[src/rtl/core/fptw_pkg.sv]
package fptw_pkg;

   // function codes of a request word
   localparam logic FUNC_TRANSLATE = 1'b0;
   localparam logic FUNC_ENTRY     = 1'b1;

   // kind codes of a response word
   localparam logic KIND_READ = 1'b0;
   localparam logic KIND_DONE = 1'b1;

   localparam int unsigned PA_W = 52;
   localparam int unsigned VA_W = 48;
   localparam int unsigned PTE_W = 64;
   localparam int unsigned IDX_W = 9;

   // page size bit of a table entry
   localparam int unsigned PS_BIT = 7;

   typedef struct packed {
      logic              func;
      logic [VA_W-1:0]   vaddr;
      logic [PTE_W-1:0]  entry_data;
   } req_type;

   typedef struct packed {
      logic             kind;
      logic [PA_W-1:0]  read_addr;
      logic [PA_W-1:0]  paddr;
      logic             fault;
   } rsp_type;

   // classified word as it sits in the queue
   typedef struct packed {
      logic              is_entry;
      logic              entry_zero;
      logic              page_size;
      logic [VA_W-1:0]   vaddr;
      logic [PTE_W-1:0]  entry_data;
   } item_type;

   // handshake of the queue write side
   typedef struct packed {
      logic valid;
      logic ready;
   } push_ctl_type;

endpackage

[src/rtl/core/four_level_page_table_walker_top.sv]
// Four-level page table walker for 48-bit virtual addresses.
// Request channel (req_): a word either starts a translation (func
// translate, vaddr) or returns a table entry read from memory
// (func entry, entry_data). Response channel (rsp_): a word is either a
// memory read request for an 8-byte entry (kind read, read_addr) or a
// finished translation (kind done, paddr, fault).
// csr_write_enable/csr_write_data load the top-level table base; zero
// disables translation. Write it only while the walker is idle.
// Throughput: one request word per cycle while the queue has room. Words
// pass a small queue, then the walker takes each from the head and loads
// its response register, stepping once per cycle unless that register
// holds a word not yet taken. Unmatched words (a translate during a
// walk, an entry while idle) are dropped without a response.
// When rsp_ready is low the response register holds its word; the queue
// keeps taking requests until QUEUE_DEPTH words wait, then req_ready
// falls. Reset empties the queue, returns the walker to idle and clears
// the table base.
module four_level_page_table_walker_top #(
   parameter int unsigned QUEUE_DEPTH = 4
) (
   input  logic                        clock,
   input  logic                        reset,
   input  logic                        req_valid,
   output logic                        req_ready,
   input  fptw_pkg::req_type           req_word,
   output logic                        rsp_valid,
   input  logic                        rsp_ready,
   output fptw_pkg::rsp_type           rsp_word,
   input  logic                        csr_write_enable,
   input  logic [fptw_pkg::PA_W-1:0]   csr_write_data
);
   import fptw_pkg::*;

   logic [PA_W-1:0] table_base_ff;
   push_ctl_type    push_ctl;
   item_type        push_item;
   item_type        pop_item;
   logic            queue_ready;
   logic            pop_valid;
   logic            pop_ready;

   // hold the table base register
   always_ff @(posedge clock) begin
      if (reset) begin
         table_base_ff <= '0;
      end else if (csr_write_enable) begin
         table_base_ff <= csr_write_data;
      end
   end

   fptw_front u_front (
      .req_valid   (req_valid),
      .req_ready   (req_ready),
      .req_word    (req_word),
      .queue_ready (queue_ready),
      .push_ctl    (push_ctl),
      .push_item   (push_item)
   );

   fptw_queue #(
      .DEPTH (QUEUE_DEPTH)
   ) u_queue (
      .clock      (clock),
      .reset      (reset),
      .push_ctl   (push_ctl),
      .push_item  (push_item),
      .push_ready (queue_ready),
      .pop_valid  (pop_valid),
      .pop_ready  (pop_ready),
      .pop_item   (pop_item)
   );

   fptw_back u_back (
      .clock      (clock),
      .reset      (reset),
      .table_base (table_base_ff),
      .pop_valid  (pop_valid),
      .pop_ready  (pop_ready),
      .pop_item   (pop_item),
      .rsp_valid  (rsp_valid),
      .rsp_ready  (rsp_ready),
      .rsp_word   (rsp_word)
   );

endmodule

[src/rtl/core/fptw_front.sv]
module fptw_front (
   input  logic                  req_valid,
   output logic                  req_ready,
   input  fptw_pkg::req_type     req_word,
   input  logic                  queue_ready,
   output fptw_pkg::push_ctl_type push_ctl,
   output fptw_pkg::item_type    push_item
);
   import fptw_pkg::*;

   // accept whenever the queue has room
   assign req_ready      = queue_ready;
   assign push_ctl.valid = req_valid;
   assign push_ctl.ready = queue_ready;

   // classify the word ahead of the walker
   always_comb begin
      push_item.is_entry   = (req_word.func == FUNC_ENTRY);
      push_item.entry_zero = (req_word.entry_data == '0);
      push_item.page_size  = req_word.entry_data[PS_BIT];
      push_item.vaddr      = req_word.vaddr;
      push_item.entry_data = req_word.entry_data;
   end

endmodule

[src/rtl/core/fptw_queue.sv]
module fptw_queue #(
   parameter int unsigned DEPTH = 4
) (
   input  logic                   clock,
   input  logic                   reset,
   input  fptw_pkg::push_ctl_type push_ctl,
   input  fptw_pkg::item_type     push_item,
   output logic                   push_ready,
   output logic                   pop_valid,
   input  logic                   pop_ready,
   output fptw_pkg::item_type     pop_item
);
   import fptw_pkg::*;

   localparam int unsigned PTR_W = (DEPTH > 1) ? $clog2(DEPTH) : 1;
   localparam int unsigned CNT_W = $clog2(DEPTH + 1);
   localparam logic [PTR_W-1:0] LAST = PTR_W'(DEPTH - 1);
   localparam logic [CNT_W-1:0] FULL = CNT_W'(DEPTH);

   item_type           mem_ff [DEPTH];
   logic [PTR_W-1:0]   wr_ptr_ff, wr_ptr_in;
   logic [PTR_W-1:0]   rd_ptr_ff, rd_ptr_in;
   logic [CNT_W-1:0]   count_ff, count_in;
   logic               do_push, do_pop;

   assign push_ready = (count_ff != FULL);
   assign pop_valid  = (count_ff != '0);
   assign pop_item   = mem_ff[rd_ptr_ff];
   assign do_push    = push_ctl.valid && push_ctl.ready;
   assign do_pop     = pop_valid && pop_ready;

   // advance pointers with wrap at the depth
   always_comb begin
      wr_ptr_in = wr_ptr_ff;
      rd_ptr_in = rd_ptr_ff;
      count_in  = count_ff;
      if (do_push) begin
         wr_ptr_in = (wr_ptr_ff == LAST) ? '0 : wr_ptr_ff + 1'b1;
      end
      if (do_pop) begin
         rd_ptr_in = (rd_ptr_ff == LAST) ? '0 : rd_ptr_ff + 1'b1;
      end
      if (do_push && !do_pop) begin
         count_in = count_ff + 1'b1;
      end else if (do_pop && !do_push) begin
         count_in = count_ff - 1'b1;
      end
   end

   always_ff @(posedge clock) begin
      if (reset) begin
         wr_ptr_ff <= '0;
         rd_ptr_ff <= '0;
         count_ff  <= '0;
      end else begin
         wr_ptr_ff <= wr_ptr_in;
         rd_ptr_ff <= rd_ptr_in;
         count_ff  <= count_in;
      end
   end

   // store the pushed word
   always_ff @(posedge clock) begin
      if (do_push) begin
         mem_ff[wr_ptr_ff] <= push_item;
      end
   end

endmodule

[src/rtl/core/fptw_back.sv]
module fptw_back (
   input  logic                        clock,
   input  logic                        reset,
   input  logic [fptw_pkg::PA_W-1:0]   table_base,
   input  logic                        pop_valid,
   output logic                        pop_ready,
   input  fptw_pkg::item_type          pop_item,
   output logic                        rsp_valid,
   input  logic                        rsp_ready,
   output fptw_pkg::rsp_type           rsp_word
);
   import fptw_pkg::*;

   // walk state: idle, or waiting for the entry of a level
   localparam logic [2:0] LVL_IDLE = 3'd0;
   localparam logic [2:0] LVL_4    = 3'd1;
   localparam logic [2:0] LVL_3    = 3'd2;
   localparam logic [2:0] LVL_2    = 3'd3;
   localparam logic [2:0] LVL_1    = 3'd4;

   localparam int unsigned OFS_W = PA_W - IDX_W - 3;

   logic [2:0]        level_ff, level_in;
   logic [VA_W-1:0]   vaddr_ff, vaddr_in;
   logic              rsp_valid_ff, rsp_valid_in;
   rsp_type           rsp_word_ff, rsp_word_in;
   logic              pop;
   logic              has_result;
   rsp_type           result;
   logic [PTE_W-1:0]  pte;
   logic [PA_W-1:0]   next_table;

   assign pop_ready = !rsp_valid_ff || rsp_ready;
   assign pop       = pop_valid && pop_ready;
   assign pte       = pop_item.entry_data;
   assign next_table = {pte[51:12], 12'd0};
   assign rsp_valid = rsp_valid_ff;
   assign rsp_word  = rsp_word_ff;

   // step the walk for the word at the head of the queue
   always_comb begin
      level_in   = level_ff;
      vaddr_in   = vaddr_ff;
      has_result = 1'b0;
      result     = '0;
      if (pop) begin
         if (!pop_item.is_entry) begin
            if (level_ff == LVL_IDLE) begin
               has_result = 1'b1;
               if (table_base == '0) begin
                  result.kind  = KIND_DONE;
                  result.fault = 1'b1;
               end else begin
                  vaddr_in         = pop_item.vaddr;
                  level_in         = LVL_4;
                  result.kind      = KIND_READ;
                  result.read_addr = table_base
                     + {OFS_W'(0), pop_item.vaddr[47:39], 3'd0};
               end
            end
         end else if (level_ff != LVL_IDLE) begin
            has_result = 1'b1;
            if (pop_item.entry_zero) begin
               level_in     = LVL_IDLE;
               result.kind  = KIND_DONE;
               result.fault = 1'b1;
            end else begin
               unique case (level_ff)
                  LVL_4: begin
                     level_in         = LVL_3;
                     result.kind      = KIND_READ;
                     result.read_addr = next_table
                        + {OFS_W'(0), vaddr_ff[38:30], 3'd0};
                  end
                  LVL_3: begin
                     if (pop_item.page_size) begin
                        level_in         = LVL_IDLE;
                        result.kind      = KIND_DONE;
                        result.paddr     = {pte[51:30], vaddr_ff[29:0]};
                     end else begin
                        level_in         = LVL_2;
                        result.kind      = KIND_READ;
                        result.read_addr = next_table
                           + {OFS_W'(0), vaddr_ff[29:21], 3'd0};
                     end
                  end
                  LVL_2: begin
                     if (pop_item.page_size) begin
                        level_in         = LVL_IDLE;
                        result.kind      = KIND_DONE;
                        result.paddr     = {pte[51:21], vaddr_ff[20:0]};
                     end else begin
                        level_in         = LVL_1;
                        result.kind      = KIND_READ;
                        result.read_addr = next_table
                           + {OFS_W'(0), vaddr_ff[20:12], 3'd0};
                     end
                  end
                  LVL_1: begin
                     level_in         = LVL_IDLE;
                     result.kind      = KIND_DONE;
                     result.paddr     = {pte[51:12], vaddr_ff[11:0]};
                  end
                  default: begin
                     level_in   = LVL_IDLE;
                     has_result = 1'b0;
                  end
               endcase
            end
         end
      end
   end

   // load the output register, drop it once taken
   always_comb begin
      rsp_word_in  = rsp_word_ff;
      rsp_valid_in = rsp_valid_ff && !rsp_ready;
      if (pop && has_result) begin
         rsp_word_in  = result;
         rsp_valid_in = 1'b1;
      end
   end

   always_ff @(posedge clock) begin
      if (reset) begin
         level_ff     <= LVL_IDLE;
         vaddr_ff     <= '0;
         rsp_valid_ff <= 1'b0;
      end else begin
         level_ff     <= level_in;
         vaddr_ff     <= vaddr_in;
         rsp_valid_ff <= rsp_valid_in;
      end
   end

   always_ff @(posedge clock) begin
      rsp_word_ff <= rsp_word_in;
   end

endmodule

[config.mk]
export PLATFORM = sky130hd
export DESIGN_NAME = four_level_page_table_walker_top
export DESIGN_NICKNAME = d
export VERILOG_FILES = /design/src/rtl/core/fptw_pkg.sv /design/src/rtl/core/four_level_page_table_walker_top.sv /design/src/rtl/core/fptw_front.sv /design/src/rtl/core/fptw_queue.sv /design/src/rtl/core/fptw_back.sv
export SDC_FILE = /design/constraint.sdc
export NUM_CORES = 1
export LEC_CHECK = 0
export BUFFER_PORTS_ARGS = -buffer_cell sky130_fd_sc_hd__buf_2
export CAP_MARGIN = 20
export CORE_UTILIZATION = 30
export CTS_CLUSTER_DIAMETER = 50
export DETAILED_ROUTE_END_ITERATION = 8
export PLACE_DENSITY = 0.53
export SLEW_MARGIN = 20
export SYNTH_ARGS = -nofsm -noshare
export SYNTH_HDL_FRONTEND = slang
export SYNTH_SLANG_ARGS = --single-unit
[constraint.sdc]
create_clock -name clock -period 6.9 [get_ports clock]
set_clock_uncertainty 0.15 [all_clocks]
set_input_delay 1.035 -clock clock [delete_from_list [all_inputs] [get_ports clock]]
set_output_delay 1.035 -clock clock [all_outputs]
set_load 0.02 [all_outputs]
==> qor.csv <==
stage,metric,value,unit
outcome,outcome,completed,
final_layout,"Design Area, Final",28210,um2
setup_path,WP data required,7.15,ns
grt,met3 Use GR,4.504,%
power_and_ir_drop,leak pwr,0.009627,uW
placement,RD Place Congestion,0.8730,
synth,Post-Synthesis Cells,1492,
grt,GR Layer Usage met2,26.62,%
clock_tree,Clock Tree Buf Depth,3,
clock_tree,hold-fix buffers at CTS,0,
final_layout,area of the multi-input gates,6545,um2
clock_tree,Post-CTS Resized,0,
synth,synthesis-stage register bit count,574,
timing,relative slew slack,27.33,%
grt,vias in the first global route,14137,
synth,post-synthesis cell type count,58,
synth,Syn Nets,1679,
final_layout,Final #Nets,1976,
drt,final antenna-violating net count,0,
timing,Worst Tran Pin Value,1.080,ns
clock_tree,Root Driver,clkbuf_16,
drt,DRT Pass-1 Iters,5,
placement,post-detail-place hpwl,44840,um
synth,Mapped Area,23170,um2
final_layout,"most common cell after layout, fill and taps aside",edfxtp_1,
timing,final hold vios,0,
clock_tree,clk_lat worst skew,0.62,ns
timing,Fin Setup TNS,0,ns
clock_tree,post-CTS setup buffer count,0,
grt,GRT Max-Usage Layer,met2,
final_layout,"leading cell types in the layout, fill and taps excluded","edfxtp_1 (470), buf_2 (276), nand2_1 (134)",
timing,Tmin final,4.131,ns
grt,GR Util met1,21.37,%
clock_tree,CTS buffer count,77,
synth,warning count from the yosys run,0,
final_layout,layout cells sized above 1,29.54,%
final_layout,fillers,7275,
grt,grt total ovfl,0,
drt,final WL,65290,um
floorplanning,Ports,278,
floorplanning,row count,101,
flow_run,Max Cap Viol,0,
timing,fin crit share,59.87,%
synth,Synth async-reset ratio,0,%
drt,via density per instance,4.872,
synth,"Top FF cell, synth",edfxtp_1,
placement,port bufs,277,
floorplanning,die area,78350,um2
setup_path,Worst Path Max Fanout,47,
grt,first-pass GRT wire length,94410,um
timing,RSZ-0062 raised after global routing,no,
floorplanning,Core Region,76200,um2
timing,setup violators final,0,
grt,largest net degree at the start of global routing,107,
synth,Syn Area/Cell,15.53,um2
clock_tree,H-tree depth,3,
synth,number of synthesized flops with an enable pin,470,
placement,Placed Area,25660,um2
power_and_ir_drop,PD cells,416.0,nW/um2
floorplanning,Die Ht,279.9,um
grt,initial antenna violation count,21,
timing,fin. max-slew vios,0,
clock_tree,CTS tree,done,
drt,DR WL/cell,22.63,um
setup_path,CP Class,reg2reg,
floorplanning,Initial Util,30.41,%
setup_path,Setup crit end kind,flip-flop,
timing,Max Freq,0.2421,GHz
setup_path,CP arrival,4.38,ns
synth,post-synthesis sequential area ratio,69.90,%
final_layout,Layout Area Growth over Synthesis,21.75,%
floorplanning,die width,279.9,um
hold_path,HP Class,reg2reg,
drt,Via Count,14057,
drt,# DRC,0,
drt,initial DRC count,1210,
clock_tree,clock edge transition at the registers on the reported setup and hold paths,0.06,ns
final_layout,Storage cell area,16200,um2
power_and_ir_drop,VDD IR max,0.2341,mV
setup_path,CP Launch Type,flip-flop,
grt,aggregate global-route resource usage,16.64,%
clock_tree,Num Clock Sinks,574,
critical path: stages (launching register included):
cell	delay, ns
dfxtp_4	0.89
mux4_2	0.73
or4_4	0.50
nor2_4	0.19
nand2_2	0.51
buf_4	0.52
o22ai_1	0.35
state kept, by name, indices dropped and copies added, names as in the netlist, named ones only:
name,cells
u_back.rsp_valid,1
table_base_ff,52
u_back.rsp_word,106
u_queue.rd_ptr_ff,2
u_queue.count_ff,3
u_queue.mem_ff,364
u_queue.wr_ptr_ff,2
u_back.level_ff,3
u_back.vaddr_ff,39
layer usage:
| metal | vias up | routed length (um) |
|---|---|---|
| li1 | 6366 | - |
| met4 | 26 | 2158 |
| met3 | 126 | 4760 |
| met2 | 451 | 30990 |
| met5 | - | 149 |
| met1 | 7088 | 27230 |
cells by family after synthesis:
group | Yosys count | share of synthesized area [%]
buf+inv | 99 | 2.009
fa+ha+maj | 17 | 0.9828
flops | 574 | 69.90
mux | 147 | 11.30
simple gates | 396 | 8.278
xor+xnor | 49 | 1.852
compound gates | 210 | 5.676
final timing paths:
path                                            end  slack (ns)  depth (start not counted)                       startpoint
setup / recovery  u_back.rsp_word[57]$_SDFFCE_PN0P_        2.77                          6                        flip-flop
setup reg to reg  u_back.rsp_word[57]$_SDFFCE_PN0P_        2.77                          6                        flip-flop
hold reg to reg     u_back.vaddr_ff[5]$_SDFFE_PP0P_        0.30                          2  u_back.vaddr_ff[5]$_SDFFE_PP0P_
hold / removal      u_back.vaddr_ff[5]$_SDFFE_PP0P_        0.30                          2  u_back.vaddr_ff[5]$_SDFFE_PP0P_
cell usage after synthesis (all sizes together) (2+ instances only):
cell type  count  area share (%)
a211oi         9            0.29
mux4          91             8.9
xnor2         27             1.0
nand2        144             2.4
nand2b         6            0.19
or3            2           0.054
buf           26            0.82
a21boi         2           0.065
a21o           3           0.097
clkbuf        55            0.90
mux2i         55             2.4
nand3b         3           0.097
and4           5            0.19
and3          10            0.27
o22ai          8            0.22
a22oi         18            0.58
o2111ai        7            0.26
nor3           7            0.17
fa             2            0.17
nand4         16            0.46
a21oi         80             1.9
inv           18            0.29
nor2b         12            0.32
nor2         102             1.7
or4            3            0.11
a2111oi        6            0.23
nand3         11            0.24
o31a           2           0.076
dfxtp        104             9.0
nor4          32            0.86
o211ai        12            0.39
o21ai         50             1.1
a22o           8            0.30
edfxtp       470              61
ha            15            0.81
and2          40             1.1
o31ai          2           0.065
xor2          22            0.83
power by group:
| part | switching, uW | leakage (uW) | internal, uW |
|---|---|---|---|
| Sequential | 420 | 0.00521 | 4490 |
| Clock | 1550 | 0.00122 | 2300 |
| Combinational | 1900 | 0.00319 | 1080 |
cell type report:
cell class                      instances  share of cell area, %
Clock buffer                           89                  7.359
Tap cell                             1030                  4.569
Clock inverter                         53                  1.539
Multi-Input combinational cell        819                  23.20
Sequential cell                       574                  57.44
Timing Repair Buffer                  299                  5.624
Antenna cell                            3                0.02661
Inverter                               18                 0.2395
through the flow:
step	power [uW]	setup slack, ns	instances	util [%]	hold slack, ns
final	11730	2.769	2885	37.02	0.3003
after global routing	12280	2.532	2883	37.01	0.3280
after global placement	7995	2.538	2739	33.68	0.2954
after detailed placement	8033	2.387	2739	33.68	0.2957
after floorplan	6875	0.2603	1492	-	0.2817
after CTS	11930	2.361	2881	36.97	0.3032
Power figures use the tool's default switching activity.
